[config.mk]
export PLATFORM = sky130hd
export DESIGN_NAME = command_slot_tracker_flat
export DESIGN_NICKNAME = d
export VERILOG_FILES = /design/src/hw/rtl/cst_pkg.sv /design/src/hw/rtl/cst_if.sv /design/src/hw/rtl/cst_slot_eval.sv /design/src/hw/rtl/cst_seq.sv /design/src/hw/rtl/command_slot_tracker.sv /design/src/flat_wrapper.sv
export SDC_FILE = /design/constraint.sdc
export NUM_CORES = 1
export LEC_CHECK = 0
export BUFFER_PORTS_ARGS = -buffer_cell sky130_fd_sc_hd__buf_2
export CAP_MARGIN = 15
export CORE_MARGIN = 4
export CORE_UTILIZATION = 45
export DETAILED_ROUTE_END_ITERATION = 16
export PLACE_DENSITY = 0.64
export SLEW_MARGIN = 15
export SYNTH_ARGS = -nofsm -noshare
export SYNTH_HDL_FRONTEND = slang
export SYNTH_SLANG_ARGS = --single-unit
[constraint.sdc]
create_clock -name clock -period 7.5 [get_ports clock]
set_clock_uncertainty 0.05 [all_clocks]
set_input_delay 1.125 -clock clock [delete_from_list [all_inputs] [get_ports clock]]
set_output_delay 1.125 -clock clock [all_outputs]
set_load 0.01 [all_outputs]
[src/hw/rtl/cst_pkg.sv]
// Shared types and constants of the command slot tracker.
package cst_pkg;

   // Field widths of the channels.
   localparam int OP_W    = 2;
   localparam int BITS_W  = 32;
   localparam int SLOT_W  = 5;
   localparam int STAT_W  = 3;
   localparam int COUNT_W = 6;

   // Operation codes of a request word.
   localparam logic [OP_W-1:0] OP_ENQUEUE  = 2'd0;
   localparam logic [OP_W-1:0] OP_START    = 2'd1;
   localparam logic [OP_W-1:0] OP_COMPLETE = 2'd2;

   // Status codes of a response word.
   localparam logic [STAT_W-1:0] ST_GRANTED   = 3'd0;
   localparam logic [STAT_W-1:0] ST_FULL      = 3'd1;
   localparam logic [STAT_W-1:0] ST_ISSUED    = 3'd2;
   localparam logic [STAT_W-1:0] ST_COMPLETED = 3'd3;
   localparam logic [STAT_W-1:0] ST_SPURIOUS  = 3'd4;
   localparam logic [STAT_W-1:0] ST_NONE      = 3'd5;

   // Verdict of the slot evaluator for one slot.
   typedef struct packed {
      logic               hit;
      logic [STAT_W-1:0]  status;
      logic               set_pend;
      logic               set_iss;
      logic               retire;
   } slot_eval_type;

   // Word handed from the sequencer to the response register.
   typedef struct packed {
      logic               valid;
      logic [SLOT_W-1:0]  slot;
      logic [STAT_W-1:0]  status;
      logic               last;
   } push_type;

endpackage

[src/hw/rtl/cst_if.sv]
// Channel interfaces of the command slot tracker: request, response and register write.

interface cst_req_if import cst_pkg::*; ();
   logic              valid;
   logic              ready;
   logic [OP_W-1:0]   operation;
   logic [BITS_W-1:0] issue_bits;
   modport source (output valid, operation, issue_bits, input ready);
   modport sink (input valid, operation, issue_bits, output ready);
endinterface

interface cst_rsp_if import cst_pkg::*; ();
   logic              valid;
   logic              ready;
   logic [SLOT_W-1:0] slot;
   logic [STAT_W-1:0] status;
   logic              last;
   modport source (output valid, slot, status, last, input ready);
   modport sink (input valid, slot, status, last, output ready);
endinterface

interface cst_csr_if import cst_pkg::*; ();
   logic               valid;
   logic               ready;
   logic [COUNT_W-1:0] slot_count;
   modport source (output valid, slot_count, input ready);
   modport sink (input valid, slot_count, output ready);
endinterface

[src/hw/rtl/cst_slot_eval.sv]
// Shared per-slot evaluator: decides what one slot yields for the current operation.
module cst_slot_eval import cst_pkg::*; (
   input  logic [OP_W-1:0] operation,
   input  logic            pend_bit,
   input  logic            iss_bit,
   input  logic            ci_bit,
   output slot_eval_type   verdict
);

   // Decode the operation against the slot's two state bits.
   always_comb begin
      verdict = '0;
      verdict.status = ST_NONE;
      case (operation)
         OP_ENQUEUE: begin
            verdict.hit      = !pend_bit;
            verdict.status   = ST_GRANTED;
            verdict.set_pend = !pend_bit;
         end
         OP_START: begin
            verdict.hit     = pend_bit && !iss_bit;
            verdict.status  = ST_ISSUED;
            verdict.set_iss = pend_bit && !iss_bit;
         end
         OP_COMPLETE: begin
            verdict.hit    = pend_bit && !ci_bit;
            verdict.status = iss_bit ? ST_COMPLETED : ST_SPURIOUS;
            verdict.retire = pend_bit && !ci_bit && iss_bit;
         end
         default: begin
            verdict.hit = 1'b0;
         end
      endcase
   end

endmodule

[src/hw/rtl/cst_seq.sv]
// Scan sequencer: holds the slot bitmaps and walks the slots one per cycle while no hit waits on the response register.
module cst_seq import cst_pkg::*; #(
   parameter int MAX_SLOTS = 32
) (
   input  logic               clock,
   input  logic               reset,
   cst_req_if.sink            req_ch,
   input  logic [COUNT_W-1:0] slot_count,
   input  logic               push_ready,
   output push_type           push
);

   localparam int IDX_W = (MAX_SLOTS > 1) ? $clog2(MAX_SLOTS) : 1;
   localparam int CNT_W = $clog2(MAX_SLOTS + 1);

   localparam logic [1:0] S_IDLE  = 2'd0;
   localparam logic [1:0] S_SCAN  = 2'd1;
   localparam logic [1:0] S_FLUSH = 2'd2;

   logic [1:0]           state_ff, state_in;
   logic [CNT_W-1:0]     cnt_ff, cnt_in;
   logic [OP_W-1:0]      op_ff, op_in;
   logic [BITS_W-1:0]    ci_ff, ci_in;
   logic [MAX_SLOTS-1:0] pend_ff, pend_in;
   logic [MAX_SLOTS-1:0] iss_ff, iss_in;
   logic                 hold_valid_ff, hold_valid_in;
   logic [SLOT_W-1:0]    hold_slot_ff, hold_slot_in;
   logic [STAT_W-1:0]    hold_stat_ff, hold_stat_in;

   logic [CNT_W-1:0]     active_n;
   logic [IDX_W-1:0]     idx;
   logic                 stall;
   slot_eval_type        verdict;

   // Effective slot count saturates at the slot limit.
   assign active_n = (slot_count > COUNT_W'(MAX_SLOTS)) ? CNT_W'(MAX_SLOTS)
                                                      : CNT_W'(slot_count);
   assign idx = cnt_ff[IDX_W-1:0];

   // The one evaluator shared by every slot of the scan.
   cst_slot_eval u_eval (
      .operation (op_ff),
      .pend_bit  (pend_ff[idx]),
      .iss_bit   (iss_ff[idx]),
      .ci_bit    (ci_ff[idx]),
      .verdict   (verdict)
   );

   assign req_ch.ready = (state_ff == S_IDLE);

   // A new hit can only park once the held word has somewhere to go.
   assign stall = verdict.hit && hold_valid_ff && !push_ready;

   // Sequencer next state and response word.
   always_comb begin
      state_in      = state_ff;
      cnt_in        = cnt_ff;
      op_in         = op_ff;
      ci_in         = ci_ff;
      pend_in       = pend_ff;
      iss_in        = iss_ff;
      hold_valid_in = hold_valid_ff;
      hold_slot_in  = hold_slot_ff;
      hold_stat_in  = hold_stat_ff;
      push          = '0;
      case (state_ff)
         S_IDLE: begin
            if (req_ch.valid) begin
               op_in         = req_ch.operation;
               ci_in         = req_ch.issue_bits;
               cnt_in        = '0;
               hold_valid_in = 1'b0;
               state_in      = S_SCAN;
            end
         end
         S_SCAN: begin
            if (cnt_ff >= active_n) begin
               state_in = S_FLUSH;
            end else if (!stall) begin
               cnt_in = cnt_ff + CNT_W'(1);
               if (verdict.hit) begin
                  // The earlier hit is not the last one; send it on.
                  push.valid    = hold_valid_ff;
                  push.slot     = hold_slot_ff;
                  push.status   = hold_stat_ff;
                  push.last     = 1'b0;
                  hold_valid_in = 1'b1;
                  hold_slot_in  = SLOT_W'(cnt_ff);
                  hold_stat_in  = verdict.status;
                  if (verdict.set_pend) begin
                     pend_in[idx] = 1'b1;
                  end
                  if (verdict.set_iss) begin
                     iss_in[idx] = 1'b1;
                  end
                  if (verdict.retire) begin
                     pend_in[idx] = 1'b0;
                     iss_in[idx]  = 1'b0;
                  end
                  if (op_ff == OP_ENQUEUE) begin
                     state_in = S_FLUSH;
                  end
               end
            end
         end
         S_FLUSH: begin
            // Final word of the item: the held hit, or full or none.
            push.valid = push_ready;
            push.last  = 1'b1;
            if (hold_valid_ff) begin
               push.slot   = hold_slot_ff;
               push.status = hold_stat_ff;
            end else begin
               push.slot   = '0;
               push.status = (op_ff == OP_ENQUEUE) ? ST_FULL : ST_NONE;
            end
            if (push_ready) begin
               hold_valid_in = 1'b0;
               state_in      = S_IDLE;
            end
         end
         default: begin
            state_in = S_IDLE;
         end
      endcase
   end

   // Control state and bitmaps.
   always_ff @(posedge clock) begin
      if (reset) begin
         state_ff      <= S_IDLE;
         cnt_ff        <= '0;
         pend_ff       <= '0;
         iss_ff        <= '0;
         hold_valid_ff <= 1'b0;
      end else begin
         state_ff      <= state_in;
         cnt_ff        <= cnt_in;
         pend_ff       <= pend_in;
         iss_ff        <= iss_in;
         hold_valid_ff <= hold_valid_in;
      end
   end

   // Item payload and held response word.
   always_ff @(posedge clock) begin
      op_ff        <= op_in;
      ci_ff        <= ci_in;
      hold_slot_ff <= hold_slot_in;
      hold_stat_ff <= hold_stat_in;
   end

`ifndef SYNTHESIS
   // An issued slot is always a pending slot.
   a_iss_subset: assert property (@(posedge clock) disable iff (reset)
      (iss_ff & ~pend_ff) == '0)
      else $error("issued slot that is not pending");

   // Only the flush step closes an item.
   a_last_in_flush: assert property (@(posedge clock) disable iff (reset)
      (push.valid && push.last) |-> (state_ff == S_FLUSH))
      else $error("final word outside flush");

   // No word is held while a new item can be taken.
   a_idle_empty: assert property (@(posedge clock) disable iff (reset)
      req_ch.ready |-> !hold_valid_ff)
      else $error("held word while idle");

   // A word is pushed only when the response register can take it.
   a_push_ready: assert property (@(posedge clock) disable iff (reset)
      push.valid |-> push_ready)
      else $error("word pushed into a full response register");
`endif

endmodule

[src/hw/rtl/command_slot_tracker.sv]
// Command slot tracker top level: slot count register, sequencer and response register.
// An item is accepted, the slots below the effective slot count are scanned one at a time,
// then an end-of-scan step and a flush step follow.
// Enqueue stops its scan at the first free slot and goes straight to flush. The single shared
// slot evaluator makes the scan serial; the scan pauses while the response register is held by the sink.
// Reset clears both bitmaps, sets the slot count to 32 and empties the response register.
module command_slot_tracker import cst_pkg::*; #(
   parameter int MAX_SLOTS = 32
) (
   input  logic      clock,
   input  logic      reset,
   cst_req_if.sink   req_ch,
   cst_rsp_if.source rsp_ch,
   cst_csr_if.sink   csr_ch
);

   localparam logic [COUNT_W-1:0] COUNT_RESET = 6'd32;

   logic [COUNT_W-1:0] slot_count_ff, slot_count_in;
   logic               rsp_valid_ff, rsp_valid_in;
   logic [SLOT_W-1:0]  rsp_slot_ff, rsp_slot_in;
   logic [STAT_W-1:0]  rsp_stat_ff, rsp_stat_in;
   logic               rsp_last_ff, rsp_last_in;
   logic               push_ready;
   push_type           push;

   cst_seq #(
      .MAX_SLOTS (MAX_SLOTS)
   ) u_seq (
      .clock      (clock),
      .reset      (reset),
      .req_ch     (req_ch),
      .slot_count (slot_count_ff),
      .push_ready (push_ready),
      .push       (push)
   );

   // Slot count register write.
   assign csr_ch.ready  = 1'b1;
   assign slot_count_in = csr_ch.valid ? csr_ch.slot_count : slot_count_ff;

   // Response register: loads a word whenever it is empty or being drained.
   assign push_ready   = !rsp_valid_ff || rsp_ch.ready;
   assign rsp_valid_in = push.valid ? 1'b1 : (rsp_valid_ff && !rsp_ch.ready);
   assign rsp_slot_in  = push.valid ? push.slot   : rsp_slot_ff;
   assign rsp_stat_in  = push.valid ? push.status : rsp_stat_ff;
   assign rsp_last_in  = push.valid ? push.last   : rsp_last_ff;

   always_ff @(posedge clock) begin
      if (reset) begin
         slot_count_ff <= COUNT_RESET;
         rsp_valid_ff  <= 1'b0;
      end else begin
         slot_count_ff <= slot_count_in;
         rsp_valid_ff  <= rsp_valid_in;
      end
   end

   always_ff @(posedge clock) begin
      rsp_slot_ff <= rsp_slot_in;
      rsp_stat_ff <= rsp_stat_in;
      rsp_last_ff <= rsp_last_in;
   end

   assign rsp_ch.valid  = rsp_valid_ff;
   assign rsp_ch.slot   = rsp_slot_ff;
   assign rsp_ch.status = rsp_stat_ff;
   assign rsp_ch.last   = rsp_last_ff;

endmodule

[src/flat_wrapper.sv]
// flat-port wrapper written by rule: the top's interface ports become plain ports
module command_slot_tracker_flat import cst_pkg::*;
#(
   parameter int MAX_SLOTS = 32
)
  (clock, reset, req_ch_valid, req_ch_operation, req_ch_issue_bits, req_ch_ready, rsp_ch_valid, rsp_ch_slot, rsp_ch_status, rsp_ch_last, rsp_ch_ready, csr_ch_valid, csr_ch_slot_count, csr_ch_ready);
  cst_req_if req_ch_i ();
  cst_rsp_if rsp_ch_i ();
  cst_csr_if csr_ch_i ();
  input  logic clock;
  input  logic reset;
  input wire logic [$bits(req_ch_i.valid)-1:0] req_ch_valid;
  input wire logic [$bits(req_ch_i.operation)-1:0] req_ch_operation;
  input wire logic [$bits(req_ch_i.issue_bits)-1:0] req_ch_issue_bits;
  output wire logic [$bits(req_ch_i.ready)-1:0] req_ch_ready;
  output wire logic [$bits(rsp_ch_i.valid)-1:0] rsp_ch_valid;
  output wire logic [$bits(rsp_ch_i.slot)-1:0] rsp_ch_slot;
  output wire logic [$bits(rsp_ch_i.status)-1:0] rsp_ch_status;
  output wire logic [$bits(rsp_ch_i.last)-1:0] rsp_ch_last;
  input wire logic [$bits(rsp_ch_i.ready)-1:0] rsp_ch_ready;
  input wire logic [$bits(csr_ch_i.valid)-1:0] csr_ch_valid;
  input wire logic [$bits(csr_ch_i.slot_count)-1:0] csr_ch_slot_count;
  output wire logic [$bits(csr_ch_i.ready)-1:0] csr_ch_ready;
  assign req_ch_i.valid = req_ch_valid;
  assign req_ch_i.operation = req_ch_operation;
  assign req_ch_i.issue_bits = req_ch_issue_bits;
  assign req_ch_ready = req_ch_i.ready;
  assign rsp_ch_valid = rsp_ch_i.valid;
  assign rsp_ch_slot = rsp_ch_i.slot;
  assign rsp_ch_status = rsp_ch_i.status;
  assign rsp_ch_last = rsp_ch_i.last;
  assign rsp_ch_i.ready = rsp_ch_ready;
  assign csr_ch_i.valid = csr_ch_valid;
  assign csr_ch_i.slot_count = csr_ch_slot_count;
  assign csr_ch_ready = csr_ch_i.ready;
  command_slot_tracker #(.MAX_SLOTS(MAX_SLOTS)) u_core (.clock(clock), .reset(reset), .req_ch(req_ch_i), .rsp_ch(rsp_ch_i), .csr_ch(csr_ch_i));
endmodule
==> flow_metrics.env <==
export IMPL_p_per_area_nw_per_um2=275.8
export IMPL_gp_routability_congestion=0.8175
export IMPL_placed_cells=710
export IMPL_die_area_um2=15760
export IMPL_drv_cap=0
export IMPL_yosysSeqAreaShare_pct=50.39
export IMPL_post_route_cells_drive_above_1_share_pct=22.61
export IMPL_grt_first_pass_wirelength_mm=23.07
export IMPL_timing_setup_critical_path_class="flop to flop"
export IMPL_top_level_ports=57
export IMPL_drt_iter0_drc=304
export IMPL_endpoint_kind="flop"
export IMPL_finish_cell_count_without_fillers=742
export IMPL_synthesis_area_um2=6217
export IMPL_global_route_overflow_total=0
export IMPL_cts_resized=0
export IMPL_htree_levels=4
export IMPL_leakagePower_nw=2.422
export IMPL_worst_slew_margin_rel_pct=42.27
export IMPL_rr_worst_depth=11
export IMPL_postLayoutCoreUtil_pct=52.33
export IMPL_synthToLayoutAreaGrowth_pct=12.80
export IMPL_synth_async_sr_flop_share_pct=0
export IMPL_timing_critical_path_required_ns=7.70
export IMPL_worst_path_max_delay_cell="buf_4"
export IMPL_yosys_warnings=0
export IMPL_final_period_minus_worst_setup_slack_ns=4.019
export IMPL_antenna_violations_before_repair=0
export IMPL_dr_wl_cell_um=18.41
export IMPL_cts_root_buffer_cell="clkbuf_16"
export IMPL_fp_coreArea_um2=13400
export IMPL_place_detailed_hpwl_mm=8.342
export IMPL_timing_hold_violations_final=0
export IMPL_max_stage_delay_ns=0.59
export IMPL_chipHeight_um=125.5
export IMPL_period_share_pct=53.58
export IMPL_min_path_type="flop to flop"
export IMPL_setup_total_negative_slack_ns=0
export IMPL_yosys_cell_types_count=65
export IMPL_floorplan_rows=42
export IMPL_die_width_um=125.5
export IMPL_achievable_freq_mhz=248.8
export IMPL_timing_critical_path_cells="buf_4 > inv_1 > ha_1 > nand2b_1 > a21o_1 > a211oi_1 > o31a_1 > and3_1 > nor4b_2 > buf_4 > a311oi_1"
export IMPL_syn_area_per_cell_um2=11.75
export IMPL_crit_path_frequent_cell="buf_4"
export IMPL_setup_violations=0
export IMPL_cp_max_fo=64
export IMPL_grt_usage_pct=18.06
export IMPL_clock_sinks=131
export IMPL_critPathArrivalTime_ns=4.22
export IMPL_remaining_drc_errors=0
export IMPL_synth_main_ff_cell="dfxtp_1"
export IMPL_nets=611
export IMPL_final_max_slew_violation_count=0
export IMPL_route_final_wire_length_mm=13.66
export IMPL_clk_insertion_delay_late_ns=0.42
export IMPL_edff_count_synth=51
export IMPL_cts_setup_buffers=0
export IMPL_grt_start_max_net_pins=81
export IMPL_diodes=0
export IMPL_netlist_top_cells_count="dfxtp_1 (80), a31oi_1 (67), a311oi_1 (65)"
export IMPL_clockBufferDepth=2
export IMPL_floorplan_initialDensity_pct=46.40
export IMPL_hold_depth=2
export IMPL_first_global_vias=4597
export IMPL_final_antenna_net_count=0
export IMPL_postSynthNetCount=587
export IMPL_yosys_top_cells_area="dfxtp_1 (26%), edfxtp_1 (25%), a311oi_1 (9.2%)"
export IMPL_flop_and_latch_count_out_of_synthesis=131
export IMPL_drt_pass1_iter_count=5
export IMPL_syn_instance_count=529
export IMPL_tritoncts_num_buffers=17
export IMPL_synth_top_cell_by_area="dfxtp_1"
export IMPL_vias_after_detailed_routing=4591
export IMPL_worst_setup_path_start_kind="flop"
export IMPL_rsz0062_at_grt="false"
export IMPL_post_drt_via_cell_ratio=6.187
export IMPL_ir_drop_mv=0.1519
export IMPL_max_slew_worst_pin_slew_ns=0.8660
export IMPL_result_of_the_run="finished, final reports clean"
export IMPL_io_buffer_count=55
export IMPL_synthDominantCellAreaShare_pct=25.76
export IMPL_synth_most_common_cell="dfxtp_1"
export IMPL_worst_setup_hold_path_clk_slew_ns=0.05
export IMPL_tritoncts="yes"
export IMPL_postCtsHoldBufs=0
-- metrics by stage --
stage | instance area (µm²) | total power [W] | hold slack, ns | worst slack (ns)
6_report | 7013 | 0.001934 | 0.4358 | 3.481
5_1_grt | 7013 | 0.002021 | 0.4588 | 3.140
4_1_cts | 7002 | 0.001948 | 0.4357 | 3.083
3_5_place_dp | 6449 | 0.001167 | 0.4211 | 3.132
3_3_place_gp | 6449 | 0.001156 | 0.4193 | 3.318
2_1_floorplan | 6217 | 0.001085 | 0.4010 | 4.085
-- final cells by class --
| type | count | area (µm²) |
|---|---|---|
| flip-flops and latches | 131 | 3133 |
| clock inverters | 12 | 116.4 |
| well taps | 176 | 220.2 |
| repair buffers | 68 | 372.9 |
| inverters | 12 | 45.04 |
| fillers | 1166 | 6387 |
| multi-input cells | 323 | 2689 |
| clock buffers | 20 | 436.7 |
-- report_power, final --
part           internal (W)  switching, W  leakage [nW]
registers          0.000819     0.0000248          1.13
logic              0.000109      0.000204          1.03
clock network      0.000483      0.000294         0.267
-- cell families (layout without fill, tap and decap cells) --
group / count (synthesis) / after routing / share of synthesized area (%)
compound gates: 178 / 178 / 21.43
buf+inv: 75 / 112 / 6.842
fa+ha+maj: 13 / 13 / 2.616
mux: 41 / 41 / 10.73
xor+xnor: 1 / 1 / 0.1409
flops: 131 / 131 / 50.39
other cells: 1 / 1 / 0.06032
simple gates: 89 / 89 / 7.789
-- cells in the final DEF (no fill, tap or decap), drive strengths merged, types with 12 or more instances in the layout --
cell / instances
mux2: 12
mux2i: 13
mux4: 16
nor2: 17
clkbuf: 20
edfxtp: 51
a311oi: 65
inv: 12
a31oi: 67
ha: 13
nand2: 21
dfxtp: 80
buf: 68
-- layer usage --
metal	vias to the layer above	wire length [µm]	GRT usage [%]	share of wire [%]
met5	-	0	0	0
met4	0	209	7.207	1.5
li1	2189	-	-	-
met2	135	6502	28.38	48
met1	2248	6218	23.76	46
met3	19	727	4.904	5.3
-- worst max-delay path: cells and delay by family (launching register included) --
| kind | cells | cell delay (ns) |
|---|---|---|
| buffers and inverters | 3 | 1.27 |
| AOI/OAI and AO/OA | 4 | 1.01 |
| and+or+nand+nor | 3 | 0.62 |
| DFF | 1 | 0.55 |
| adders and majority gates | 1 | 0.33 |
-- worst paths after layout --
check / slack, ns / from / end
min: 0.44 / u_core.u_seq.cnt_ff[5] / u_core.u_seq.cnt_ff[5]
max reg2reg: 3.48 / u_core.u_seq.cnt_ff[0] / flop
max: 3.48 / u_core.u_seq.cnt_ff[0] / flop
min reg2reg: 0.44 / u_core.u_seq.cnt_ff[5] / u_core.u_seq.cnt_ff[5]
Power figures use the tool's default switching activity.
